### src/hw/rtl/oggphp_pkg.sv
// Shared types, constants and helpers for the Ogg page header parser.
package oggphp_pkg;

   localparam int POSITION_BITS = 48;
   localparam int OUT_POS_BITS  = 48;
   localparam int FIFO_DEPTH    = 4;
   localparam int PTR_BITS      = $clog2(FIFO_DEPTH);
   localparam int LEVEL_BITS    = $clog2(FIFO_DEPTH + 1);

   localparam logic [2:0] KIND_PAGE         = 3'd0;
   localparam logic [2:0] KIND_PACKET       = 3'd1;
   localparam logic [2:0] KIND_BAD_CAPTURE  = 3'd2;
   localparam logic [2:0] KIND_ZERO_SEGS    = 3'd3;
   localparam logic [2:0] KIND_BAD_SEQUENCE = 3'd4;
   localparam logic [2:0] KIND_BAD_CONT     = 3'd5;
   localparam logic [2:0] KIND_GRANULE      = 3'd6;

   localparam logic [7:0] LACING_MAX = 8'd255;

   typedef struct packed {
      logic [2:0]              kind;
      logic [63:0]             granule;
      logic [31:0]             serial_number;
      logic [31:0]             sequence_number;
      logic [31:0]             page_crc;
      logic [7:0]              header_flags;
      logic                    page_done;
      logic [OUT_POS_BITS-1:0] packet_position;
      logic [15:0]             packet_length;
      logic                    packet_open;
      logic                    last;
   } result_type;

   // Up to two results are written into the output queue per byte.
   typedef struct packed {
      logic [1:0] count;
      result_type res0;
      result_type res1;
   } push_type;

   function automatic logic [7:0] capture_byte(input logic [1:0] sel);
      logic [7:0] val;
      unique case (sel)
         2'd0: val = 8'h4F;
         2'd1: val = 8'h67;
         2'd2: val = 8'h67;
         default: val = 8'h53;
      endcase
      return val;
   endfunction

   function automatic logic [OUT_POS_BITS-1:0] out_position(
      input logic [POSITION_BITS-1:0] pos);
      logic [63:0] wide;
      wide = 64'(pos);
      return wide[OUT_POS_BITS-1:0];
   endfunction

endpackage

### src/hw/rtl/oggphp_parser.sv
// Byte-wise page parser: capture check, header fields, lacing table and payload skip.
module oggphp_parser (
   input  logic                clock,
   input  logic                reset,
   input  logic                accept,
   input  logic [7:0]          stream_byte,
   output oggphp_pkg::push_type push
);
   import oggphp_pkg::*;

   localparam logic [3:0] PH_CAP0    = 4'd0;
   localparam logic [3:0] PH_VERSION = 4'd4;
   localparam logic [3:0] PH_TYPE    = 4'd5;
   localparam logic [3:0] PH_GRANULE = 4'd6;
   localparam logic [3:0] PH_SERIAL  = 4'd7;
   localparam logic [3:0] PH_SEQ     = 4'd8;
   localparam logic [3:0] PH_CRC     = 4'd9;
   localparam logic [3:0] PH_COUNT   = 4'd10;
   localparam logic [3:0] PH_TABLE   = 4'd11;
   localparam logic [3:0] PH_SKIP    = 4'd12;

   logic [3:0]               phase_ff, phase_in;
   logic [2:0]               idx_ff, idx_in;
   logic [63:0]              shift_ff, shift_in;
   logic [7:0]               hdr_ff, hdr_in;
   logic [63:0]              granule_ff, granule_in;
   logic [31:0]              serial_ff, serial_in;
   logic [31:0]              seq_ff, seq_in;
   logic [31:0]              crc_ff, crc_in;
   logic [7:0]               seg_ff, seg_in;
   logic [16:0]              run_ff, run_in;
   logic [16:0]              poff_ff, poff_in;
   logic [16:0]              skip_ff, skip_in;
   logic [POSITION_BITS-1:0] spos_ff, spos_in;
   logic [31:0]              expseq_ff, expseq_in;
   logic                     pending_ff, pending_in;
   logic                     completed_ff, completed_in;
   logic                     halted_ff, halted_in;

   result_type               base;
   logic                     do_clear;
   logic [63:0]              shift_full;
   logic                     field_end;
   logic                     is_open;
   logic [16:0]              run_new;
   logic [16:0]              poff_new;
   logic [7:0]               seg_dec;
   logic                     run_end;
   logic                     completed_new;
   logic                     granule_ok;
   logic [POSITION_BITS-1:0] pos_calc;
   logic [16:0]              skip_dec;

   always_comb begin
      base                 = '0;
      base.granule         = granule_ff;
      base.serial_number   = serial_ff;
      base.sequence_number = seq_ff;
      base.page_crc        = crc_ff;
      base.header_flags    = hdr_ff;

      shift_full    = shift_ff | (64'(stream_byte) << {idx_ff, 3'b000});
      field_end     = (phase_ff == PH_GRANULE) ? (idx_ff == 3'd7) : (idx_ff == 3'd3);
      is_open       = (stream_byte == LACING_MAX);
      run_new       = run_ff + 17'(stream_byte);
      seg_dec       = (seg_ff != 8'd0) ? seg_ff - 8'd1 : seg_ff;
      run_end       = !is_open || (seg_dec == 8'd0);
      poff_new      = run_end ? poff_ff + run_new : poff_ff;
      completed_new = completed_ff | (run_end & !is_open);
      granule_ok    = granule_ff[63] ? is_open : completed_new;
      pos_calc      = spos_ff + POSITION_BITS'(1) + POSITION_BITS'(seg_dec)
                      + POSITION_BITS'(poff_ff);
      skip_dec      = (skip_ff != 17'd0) ? skip_ff - 17'd1 : skip_ff;

      phase_in     = phase_ff;
      idx_in       = idx_ff;
      shift_in     = shift_ff;
      hdr_in       = hdr_ff;
      granule_in   = granule_ff;
      serial_in    = serial_ff;
      seq_in       = seq_ff;
      crc_in       = crc_ff;
      seg_in       = seg_ff;
      run_in       = run_ff;
      poff_in      = poff_ff;
      skip_in      = skip_ff;
      spos_in      = spos_ff;
      expseq_in    = expseq_ff;
      pending_in   = pending_ff;
      completed_in = completed_ff;
      halted_in    = halted_ff;
      do_clear     = 1'b0;

      push       = '0;
      push.res0  = base;
      push.res1  = base;

      if (accept && !halted_ff) begin
         spos_in = spos_ff + POSITION_BITS'(1);
         priority if (phase_ff < PH_VERSION) begin
            if (stream_byte != capture_byte(phase_ff[1:0])) begin
               push.count     = 2'd1;
               push.res0.kind = KIND_BAD_CAPTURE;
               halted_in      = 1'b1;
            end else begin
               phase_in = phase_ff + 4'd1;
            end
         end else if (phase_ff == PH_VERSION) begin
            phase_in = PH_TYPE;
         end else if (phase_ff == PH_TYPE) begin
            hdr_in   = stream_byte;
            phase_in = PH_GRANULE;
            idx_in   = 3'd0;
            shift_in = '0;
         end else if (phase_ff <= PH_CRC) begin
            if (field_end) begin
               unique case (phase_ff)
                  PH_GRANULE: granule_in = shift_full;
                  PH_SERIAL:  serial_in  = shift_full[31:0];
                  PH_SEQ:     seq_in     = shift_full[31:0];
                  default:    crc_in     = shift_full[31:0];
               endcase
               phase_in = phase_ff + 4'd1;
               idx_in   = 3'd0;
               shift_in = '0;
            end else begin
               shift_in = shift_full;
               idx_in   = idx_ff + 3'd1;
            end
         end else if (phase_ff == PH_COUNT) begin
            priority if (stream_byte == 8'd0) begin
               push.count     = 2'd1;
               push.res0.kind = KIND_ZERO_SEGS;
               halted_in      = 1'b1;
            end else if (seq_ff != expseq_ff) begin
               push.count     = 2'd1;
               push.res0.kind = KIND_BAD_SEQUENCE;
               halted_in      = 1'b1;
            end else if (hdr_ff[0] != pending_ff) begin
               push.count     = 2'd1;
               push.res0.kind = KIND_BAD_CONT;
               halted_in      = 1'b1;
            end else begin
               expseq_in    = expseq_ff + 32'd1;
               seg_in       = stream_byte;
               run_in       = '0;
               poff_in      = '0;
               completed_in = 1'b0;
               phase_in     = PH_TABLE;
            end
         end else if (phase_ff == PH_TABLE) begin
            seg_in       = seg_dec;
            completed_in = completed_new;
            poff_in      = poff_new;
            run_in       = run_end ? 17'd0 : run_new;
            if (run_end) begin
               push.count                = 2'd1;
               push.res0.kind            = KIND_PACKET;
               push.res0.packet_position = out_position(pos_calc);
               push.res0.packet_length   = run_new[15:0];
               push.res0.packet_open     = is_open;
            end
            if (seg_dec == 8'd0) begin
               // The last table byte always ends a run, so this is the second result.
               push.count = 2'd2;
               if (!granule_ok) begin
                  push.res1.kind = KIND_GRANULE;
                  halted_in      = 1'b1;
               end else begin
                  push.res1.kind      = KIND_PAGE;
                  push.res1.page_done = !is_open;
                  pending_in          = is_open;
                  if (poff_new != 17'd0) begin
                     skip_in  = poff_new;
                     phase_in = PH_SKIP;
                  end else begin
                     do_clear = 1'b1;
                  end
               end
            end
         end else begin
            skip_in = skip_dec;
            if (skip_dec == 17'd0) begin
               do_clear = 1'b1;
            end
         end
      end

      if (do_clear) begin
         phase_in     = PH_CAP0;
         idx_in       = '0;
         shift_in     = '0;
         hdr_in       = '0;
         granule_in   = '0;
         serial_in    = '0;
         seq_in       = '0;
         crc_in       = '0;
         seg_in       = '0;
         run_in       = '0;
         poff_in      = '0;
         skip_in      = '0;
         completed_in = 1'b0;
      end

      if (push.count == 2'd1) begin
         push.res0.last = 1'b1;
      end
      if (push.count == 2'd2) begin
         push.res1.last = 1'b1;
      end
   end

   always_ff @(posedge clock) begin
      if (reset) begin
         phase_ff     <= PH_CAP0;
         idx_ff       <= '0;
         shift_ff     <= '0;
         hdr_ff       <= '0;
         granule_ff   <= '0;
         serial_ff    <= '0;
         seq_ff       <= '0;
         crc_ff       <= '0;
         seg_ff       <= '0;
         run_ff       <= '0;
         poff_ff      <= '0;
         skip_ff      <= '0;
         spos_ff      <= '0;
         expseq_ff    <= '0;
         pending_ff   <= 1'b0;
         completed_ff <= 1'b0;
         halted_ff    <= 1'b0;
      end else begin
         phase_ff     <= phase_in;
         idx_ff       <= idx_in;
         shift_ff     <= shift_in;
         hdr_ff       <= hdr_in;
         granule_ff   <= granule_in;
         serial_ff    <= serial_in;
         seq_ff       <= seq_in;
         crc_ff       <= crc_in;
         seg_ff       <= seg_in;
         run_ff       <= run_in;
         poff_ff      <= poff_in;
         skip_ff      <= skip_in;
         spos_ff      <= spos_in;
         expseq_ff    <= expseq_in;
         pending_ff   <= pending_in;
         completed_ff <= completed_in;
         halted_ff    <= halted_in;
      end
   end

endmodule

### src/hw/rtl/oggphp_fifo.sv
// Small result queue that takes up to two results per cycle and hands out one.
module oggphp_fifo (
   input  logic                                 clock,
   input  logic                                 reset,
   input  oggphp_pkg::push_type                 push,
   input  logic                                 pop,
   output logic                                 out_valid,
   output oggphp_pkg::result_type               out_data,
   output logic [oggphp_pkg::LEVEL_BITS-1:0]    level
);
   import oggphp_pkg::*;

   result_type          entries_ff [FIFO_DEPTH];
   logic [PTR_BITS-1:0] wr_ptr_ff, wr_ptr_in;
   logic [PTR_BITS-1:0] rd_ptr_ff, rd_ptr_in;
   logic [LEVEL_BITS-1:0] level_ff, level_in;
   logic [PTR_BITS-1:0] wr_ptr_next;
   logic                do_pop;

   assign out_valid = (level_ff != '0);
   assign out_data  = entries_ff[rd_ptr_ff];
   assign level     = level_ff;
   assign do_pop    = pop && out_valid;

   always_comb begin
      wr_ptr_next = wr_ptr_ff + PTR_BITS'(1);
      wr_ptr_in   = wr_ptr_ff + PTR_BITS'(push.count);
      rd_ptr_in   = rd_ptr_ff + PTR_BITS'(do_pop);
      level_in    = level_ff + LEVEL_BITS'(push.count) - LEVEL_BITS'(do_pop);
   end

   always_ff @(posedge clock) begin
      if (push.count != 2'd0) begin
         entries_ff[wr_ptr_ff] <= push.res0;
      end
      if (push.count == 2'd2) begin
         entries_ff[wr_ptr_next] <= push.res1;
      end
   end

   always_ff @(posedge clock) begin
      if (reset) begin
         wr_ptr_ff <= '0;
         rd_ptr_ff <= '0;
         level_ff  <= '0;
      end else begin
         wr_ptr_ff <= wr_ptr_in;
         rd_ptr_ff <= rd_ptr_in;
         level_ff  <= level_in;
      end
   end

endmodule

### src/hw/rtl/ogg_page_header_parser_top.sv
// Top level of the Ogg page header parser: byte input, result queue output.
//
//   channel | direction | ports                         | carries
//   req     | in        | req_valid/ready, stream_byte  | one stream byte per transfer
//   rsp     | out       | rsp_valid/ready, result ports | one page, packet or error result
//
// Each byte is parsed in the cycle it is accepted; its zero, one or two results are
// written into a four-entry queue and can leave on the next cycle.
// One byte per cycle is taken while at least two queue entries are free, so a
// stalled result side blocks input once the queue holds three or more results.
// A byte that yields two results hands them out of the queue one after the other.
// Reset is synchronous and empties the queue; after an error the block keeps
// taking bytes but produces nothing until reset.
module ogg_page_header_parser_top (
   input  logic                                     clock,
   input  logic                                     reset,
   input  logic                                     req_valid,
   output logic                                     req_ready,
   input  logic [7:0]                               req_stream_byte,
   output logic                                     rsp_valid,
   input  logic                                     rsp_ready,
   output logic [2:0]                               rsp_kind,
   output logic signed [63:0]                       rsp_granule,
   output logic [31:0]                              rsp_serial_number,
   output logic [31:0]                              rsp_sequence_number,
   output logic [31:0]                              rsp_page_crc,
   output logic [7:0]                               rsp_header_flags,
   output logic                                     rsp_page_done,
   output logic [oggphp_pkg::OUT_POS_BITS-1:0]      rsp_packet_position,
   output logic [15:0]                              rsp_packet_length,
   output logic                                     rsp_packet_open,
   output logic                                     rsp_last
);
   import oggphp_pkg::*;

   push_type              push;
   result_type            head;
   logic [LEVEL_BITS-1:0] level;
   logic                  req_accept;

   assign req_ready  = (level <= LEVEL_BITS'(FIFO_DEPTH - 2));
   assign req_accept = req_valid && req_ready;

   oggphp_parser u_parser (
      .clock       (clock),
      .reset       (reset),
      .accept      (req_accept),
      .stream_byte (req_stream_byte),
      .push        (push)
   );

   oggphp_fifo u_fifo (
      .clock     (clock),
      .reset     (reset),
      .push      (push),
      .pop       (rsp_ready),
      .out_valid (rsp_valid),
      .out_data  (head),
      .level     (level)
   );

   assign rsp_kind            = head.kind;
   assign rsp_granule         = $signed(head.granule);
   assign rsp_serial_number   = head.serial_number;
   assign rsp_sequence_number = head.sequence_number;
   assign rsp_page_crc        = head.page_crc;
   assign rsp_header_flags    = head.header_flags;
   assign rsp_page_done       = head.page_done;
   assign rsp_packet_position = head.packet_position;
   assign rsp_packet_length   = head.packet_length;
   assign rsp_packet_open     = head.packet_open;
   assign rsp_last            = head.last;

   // The queue never holds more results than it has entries.
   assert property (@(posedge clock) disable iff (reset)
      level <= LEVEL_BITS'(FIFO_DEPTH))
      else $error("result queue overflow");

   // Only a page header result carries the completion flag.
   assert property (@(posedge clock) disable iff (reset)
      rsp_valid && (rsp_kind != KIND_PAGE) |-> !rsp_page_done)
      else $error("page_done set outside a page header");

   // Descriptor values are zero in every result that is not a descriptor.
   assert property (@(posedge clock) disable iff (reset)
      rsp_valid && (rsp_kind != KIND_PACKET) |->
         (rsp_packet_length == 16'd0) && !rsp_packet_open && (rsp_packet_position == '0))
      else $error("descriptor fields set outside a descriptor");

   // An error is always the final result of its byte.
   assert property (@(posedge clock) disable iff (reset)
      rsp_valid && (rsp_kind != KIND_PAGE) && (rsp_kind != KIND_PACKET) |-> rsp_last)
      else $error("error result not marked last");

endmodule

### config.mk
export PLATFORM = sky130hd
export DESIGN_NAME = ogg_page_header_parser_top
export DESIGN_NICKNAME = d
export VERILOG_FILES = /design/src/hw/rtl/oggphp_pkg.sv /design/src/hw/rtl/oggphp_parser.sv /design/src/hw/rtl/oggphp_fifo.sv /design/src/hw/rtl/ogg_page_header_parser_top.sv
export SDC_FILE = /design/constraint.sdc
export NUM_CORES = 2
export LEC_CHECK = 0
export BUFFER_PORTS_ARGS = -buffer_cell sky130_fd_sc_hd__buf_2
export CAP_MARGIN = 5
export CELL_PAD_IN_SITES_DETAIL_PLACEMENT = 1
export CELL_PAD_IN_SITES_GLOBAL_PLACEMENT = 2
export CORE_MARGIN = 3
export CORE_UTILIZATION = 46
export CTS_CLUSTER_DIAMETER = 40
export CTS_CLUSTER_SIZE = 16
export DETAILED_ROUTE_END_ITERATION = 6
export MAX_ROUTING_LAYER = met4
export PLACE_DENSITY = 0.86
export SLEW_MARGIN = 20
export SYNTH_ARGS = -nofsm -noshare
export SYNTH_HDL_FRONTEND = slang
export SYNTH_SLANG_ARGS = --single-unit
### constraint.sdc
create_clock -name clock -period 19.4 [get_ports clock]
set_clock_uncertainty 0.2 [all_clocks]
set_input_delay 2.91 -clock clock [delete_from_list [all_inputs] [get_ports clock]]
set_output_delay 2.91 -clock clock [all_outputs]
set_load 0.01 [all_outputs]
======== Yosys cells after proc, flatten, opt, wreduce, memory -nomap -nowiden ========
Memories as Yosys holds them, arrays and structs flattened. A register that Yosys moved wholly into a read port is not among the register bits.
Index checks and enable logic that the tools add are counted.
word-level totals
  register bits after elaboration ......... 388
  bits in latches ......................... 0
  bits in writable memories ............... 952
  bits in read-only memories .............. 0
  bits of input ports ..................... 12
  logic and storage cells ................. 242
  memories kept ........................... 1
cells by class
  add/subtract/negate cells ............... 15
  multipliers ............................. 0
  divide/modulo/power cells ............... 0
  magnitude comparators ................... 3
  equal/unequal tests ..................... 34
  shift-type cells ........................ 1
  muxes and demuxes ....................... 118
  bitwise operators ....................... 12
  reduce and logical (&&, ||, !) cells .... 38
memory list
  memory             words  width  read ports  clocked after memory_dff  wr ports  RTL line           source
  u_fifo.entries_ff  4      238    1           1                         2         oggphp_fifo.sv:13  result_type entries_ff [FIFO_DEPTH];
operator list
  operator               count
  $mux 65                8
  $mux 17                14
  $mux 64                3
  $mux 4                 17
  $mux 8                 8
  $or 64x64->64          1
  $shl 8x6->64           1
  $add 48x1->48 const B  1
  $add 48x17->48         1
  $add 48x8->48          1
  $mux 5                 9
  $reduce_and 9->1       5
  $mux 1                 44
  $mux 3                 12
  $reduce_bool 17->1     2
  $add 32x1->32 const B  1
  $ne 32x32->1           1
  $reduce_and 7->1       4
  $reduce_bool 6->1      4
  $ne 6x2->1 const B     3
  $add 17x17->17         1
  $add 17x8->17          1
  $logic_not 17->1       1
  $sub 17x1->17 const B  1
  42 further kinds       77

======== Depth between registers and ports, before layout ========
  depth after elaboration ................. 17
  depth in mapped cells ................... 25
  mapped depth without buffers ............ 20

======== Modules after synthesis ========
Synthesis repeated with hierarchy kept, for this count alone.
unflattened totals
  cells, all modules ...................... 5190
  area, all modules ....................... 70645.3 µm²
by module, submodules not included
  module                      instances  cells an instance  area an instance (µm²)  seq. area each (µm²)
  oggphp_fifo                 1          2348               47918.5                 28727.6
  oggphp_parser               1          2840               22711.8                 7627.3
  ogg_page_header_parser_top  1          2                  15.0                    0.0

======== Worst setup path after synthesis ========
No wires, ideal clock.
  path kind ............................... input to register
  start ................................... in req_stream_byte[1]
  end ..................................... mem u_fifo.entries_ff[2][226] in the netlist's numbering (data pin)
  arrival ................................. 10.008 ns
  data required time ...................... 19.031 ns
  slack ................................... 9.023 ns
  cell stages on the path ................. 12
  cell sequence ........................... clkbuf_1 nand3_1 nor3_1 nor3_1 o31ai_1 a221oi_2 o21ai_1 and2_1 buf_2 inv_2 clkbuf_1 and2_1
RTL lines
  item         RTL line                          source
  from (decl)  ogg_page_header_parser_top.sv:19  input logic [7:0] req_stream_byte,
  to (decl)    oggphp_fifo.sv:13

======== Worst setup path after layout ========
  start ................................... in req_stream_byte[0]
  end ..................................... reg u_parser.granule_ff[14]
between the ends
  cells in the longest elaborated chain, start to end .. 16
  elaborated cells on any way between the ends .. 21
  those cells by class .................... 2 x add/sub; 1 x eq/ne; 12 x mux; 2 x bitwise; 4 x reduce/logical
RTL lines
  item                                                                   RTL line              source
  parallel branches: the longest is 6 deep, another holds $add 17x8->17  -
  $mux 1 (*)                                                             oggphp_parser.sv:166  if (!granule_ok) begin
  $mux 1 (*)                                                             oggphp_parser.sv:163  if (seg_dec == 8'd0) begin
  $mux 1 (*)                                                             oggphp_parser.sv:151  end else if (phase_ff == PH_TABLE) begin
  $mux 1 (*)                                                             oggphp_parser.sv:130  end else if (phase_ff == PH_COUNT) begin
  $mux 1 (*)                                                             oggphp_parser.sv:115  end else if (phase_ff <= PH_CRC) begin
  $mux 1 (*)                                                             oggphp_parser.sv:110  end else if (phase_ff == PH_TYPE) begin
  $mux 1 (*)                                                             oggphp_parser.sv:108  end else if (phase_ff == PH_VERSION) begin
  $mux 1 (*)                                                             oggphp_parser.sv:100  priority if (phase_ff < PH_VERSION) begin
  $mux 1 (*)                                                             oggphp_parser.sv:98   if (accept && !halted_ff) begin
  $reduce_or 2->1 (no source line) (*)                                   -
  to (signal assigned)                                                   oggphp_parser.sv:237  granule_ff <= granule_in;
  to (decl)                                                              oggphp_parser.sv:26   logic [63:0] granule_ff, granule_in;
Every way passes the cells marked *.
A chain may end at the register's enable or synchronous reset.

==> flow_results.org <==
** Status
- Run status :: finished, final reports clean

** Pwr
- Maximum vdd drop :: 92.2 uV
- Static leakage :: 24.5 nW
- Power spread over the standard cell area amounts to ~110 mW/mm^2.

** Route
- Routed wire length :: about 180 mm
- The first detailed-routing pass ran for 5 iterations.
- For this run, design rule violations remaining after detail routing come to 0.
- Dividing the detail-routed via count by the number of cells gives around 5.8.
- Count of vias placed by the detailed router :: 43,000
- First-iteration detailed-routing DRC count :: between 2,000 and 3,000
- ANT nets after route :: 0
- Dividing the detail-routed wire length by the instance count gives 23.8 um.

** Timing
- In this run the tightest slew margin relative to its limit is between 20% and 30%.
- Of the available clock period, the critical path in the final layout requires 48.1%.
- At the pin with the least slew margin, the transition time is roughly 1.1 ns.
- Finish-stage setup viols :: 0
- Number of endpoints with negative hold slack in the final report :: 0
- Minimum clock period after layout :: about 9.3 ns
- PnR worst setup slack :: 10.07 ns
- Setup repair after global routing left no endpoint under its margin.
- The number of pins with negative max-slew slack in the final report was 0.
- Hold timing on the final database bottoms out at a slack of 0.248 ns.
- Final total negative setup slack :: 0 ns
- Static timing analysis puts the maximum clock frequency at approximately 110 MHz.

** Clock network
- The tree is rooted in a clkbuf_16.
- In this run the post-CTS setup repair buffer count came out at 0.
- Clock tree from TritonCTS :: yes
- Gates resized during post-CTS repair numbered 0.
- The H-tree generated during clock tree synthesis spans 4 levels.
- No sink is reached through more buffers than the 3 on the longest clock path.
- Clock Sink Count :: 1,340
- Clock-pin slew was measured on the worst setup and hold paths at ~0.070 ns.
- Hold-fix buffers at CTS :: 0
- TritonCTS buffer count :: 181
- At the later pin of the worst-skew pair, clock insertion delay measures approximately 0.83 ns.

** Setup path
- CP required :: 19.85 ns
- Category of the most critical setup path :: in2reg
- STA classifies the critical path endpoint as a register.
- Worst setup SP type :: input pin
- Arrival time worst endpoint :: between 9 and 10 ns
- Of all nets on the critical path, the largest fanout is 187.

** Global routing
- The number of global-route vias before repair is 44,800.
- Global routing consumed, over all layers together, a little over a quarter of the routing resources.
- Entering global routing, the biggest net connects 188 pins.
- Sum of overflow across all layers after global routing :: 0
- The number of antenna violations at the first check in global routing was 2.
- The first global-routing pass estimated roughly 270 mm of wire.

** Placed design
- Port buffer count :: around 250
- Prior to clock tree synthesis, the placed netlist has a worst setup slack of 9.48 ns.
- Routability-driven placement finished with a final weighted congestion of 0.862.
- Detailed placement finished with a half-perimeter wire length of between 100 and 150 mm.
- Cell count after placement :: 7,015

** Synth
- The biggest area contributor in the post-synthesis netlist is edfxtp_1.
- Post-synthesis sequential area ratio :: 55.4%
- Counting flops with a built-in enable in the synthesized netlist gives 688.
- Async set-or-reset flop fraction in the synthesized netlist :: 0%
- In the synthesized netlist, the cells that appear most often are and2_1, edfxtp_1, dfxtp_1.
- Dividing the synthesized area by the synthesized cell count gives 11.4 sq um.
- For this run, the leading register cell type out of synthesis is edfxtp_1.
- Area fraction of the dominant cell type after synthesis :: between 30% and 40%
- Number of distinct library cells after synthesis :: between 80 and 90
- Number of instances in the synthesized netlist :: 5,335
- Yosys warning total :: 0
- In this run the cell area of the synthesized design comes to 0.0609 sq mm.
- Sorting the synthesized cells by area gives the leading types as edfxtp_1, dfxtp_1, mux4_2.
- When the netlist entered floorplanning its net count stood at 5,425.
- In the post-synthesis netlist, the cell with the most instances is and2_1.
- #FFs+latches synth :: 1,340

** Die
- Total Die Area :: 0.137 sq mm
- IO Count :: 252
- Die width :: approximately 370 um
- Once the floorplan was initialized, standard cells occupied roughly 47% of the core.
- Chip height :: 370 um
- In this run the core area contains between 100 and 150 standard-cell rows.
- Area inside the core boundary :: roughly 0.13 sq mm

** Run
- The tool flagged a number of max-cap violations equal to 0.

** Final layout
- Growth of design area from synthesis to finish :: 15.2%
- Final std cells w/o fill :: about 7,400
- Of the cells placed in the final design, the portion with a size suffix greater than 1 is between 10% and 20%.
- Layout net count :: 5,547

** Hold path
- In this run the worst hold path is classified as reg2reg.
[cell type report]
cell class              count  area [sq um]
multi-input cells        3546         25500
diodes                      3          7.51
fillers                 13500         60300
flip-flops and latches   1340         33700
clock buffers             214          4820
well taps                1742          2180
inverters                  54           233
clock inverters           129          1720
repair buffers            334          1950
[worst paths after layout]
check,from,endpoint,slack [ns],cells after the start
max reg2reg,u_parser.run_ff[0],u_parser.granule_ff[14],12.27,22
min reg2reg,u_fifo.entries_ff[2][62],u_fifo.entries_ff[2][62],0.25,2
max,req_stream_byte[0],u_parser.granule_ff[14],10.07,23
min,u_fifo.entries_ff[2][62],u_fifo.entries_ff[2][62],0.25,2
[state kept, by name, indices dropped and copies added, names as in the netlist, 4 cells and up]
signal               count
u_fifo.entries_ff      952
u_parser.crc_ff         32
u_parser.expseq_ff      32
u_parser.granule_ff     64
u_parser.hdr_ff          8
u_parser.phase_ff        4
u_parser.poff_ff        17
u_parser.run_ff         17
u_parser.seg_ff          8
u_parser.seq_ff         32
u_parser.serial_ff      32
u_parser.shift_ff       64
u_parser.skip_ff        17
u_parser.spos_ff        48
[power breakdown]
group,switching (W),leakage [nW],total [W],internal [W]
clock,0.00144,3.16,0.00351,0.00207
sequential,0.0000740,11.4,0.00320,0.00312
combinational,0.000709,9.92,0.00117,0.000464
[critical path, cell delays in order]
cell and delay, ns:
buf_2 0.35, ha_1 0.25, inv_1 0.06, fa_1 0.40, nor2b_1 0.18, o31a_1 0.16
o21ai_0 0.14, a21boi_0 0.31, o21ai_0 0.26, a21oi_1 0.24, xor2_1 0.34, ha_1 0.40
a211oi_1 0.34, o211ai_1 0.17, a211oi_1 0.21, o211ai_1 0.20, a211oi_1 0.37, nand4b_1 0.23
o31a_1 0.38, o31ai_4 0.22, buf_4 0.54, buf_12 0.62, a211oi_1 0.17
[layout by cell type, fill, tap and decap left out, types with 17 or more instances in the layout]
cell / n
inv_1: 48
and2_1: 707
xor2_1: 94
inv_8: 18
edfxtp_1: 688
a22oi_1: 30
clkbuf_1: 19
or3_1: 60
clkinv_4: 24
a211o_1: 20
nor2b_1: 17
a211oi_1: 180
dfxtp_1: 650
buf_4: 77
a21oi_1: 234
and3_1: 21
inv_6: 28
mux4_2: 238
nand2b_1: 17
ha_1: 66
mux2i_1: 20
nand3_1: 283
clkbuf_16: 183
nand4_1: 53
a22o_1: 48
nor4_1: 34
o21ai_0: 249
o211ai_1: 19
buf_2: 251
nor2_1: 419
a21o_1: 25
nor3_1: 129
or2_2: 24
xnor2_1: 95
nand2_1: 224
[cells by family after synthesis]
| logic type | after synthesis | share of synthesized area, % |
|---|---|---|
| and+or+nand+nor | 2072 | 18.1 |
| DFF | 1340 | 55.4 |
| xor gates and xnor gates | 190 | 2.76 |
| buffers and inverters | 449 | 2.90 |
| AOI/OAI and AO/OA | 946 | 9.91 |
| adders and majority gates | 78 | 1.75 |
| muxes | 260 | 9.17 |
[through the flow]
stage | util (%) | total power [W] | instance area [sq um]
2_1_floorplan | - | 0.00400 | 60900
3_5_place_dp | 48.7 | 0.00445 | 63600
5_1_grt | 53.8 | 0.00817 | 70200
6_report | 53.8 | 0.00788 | 70200
3_3_place_gp | 48.7 | 0.00443 | 63600
4_1_cts | 53.7 | 0.00797 | 70100
[metal layers]
metal | part of all wire, % | routed length (um) | GRT usage (%) | vias up
met2 | 49 | 85700 | 43.0 | 985
met3 | 4.7 | 8310 | 3.86 | 250
li1 | - | - | - | 19800
met1 | 44 | 77400 | 34.6 | 21900
met4 | 2.2 | 3810 | 6.80 | 0
met5 | 0 | 0 | - | -
Power figures use the tool's default switching activity.
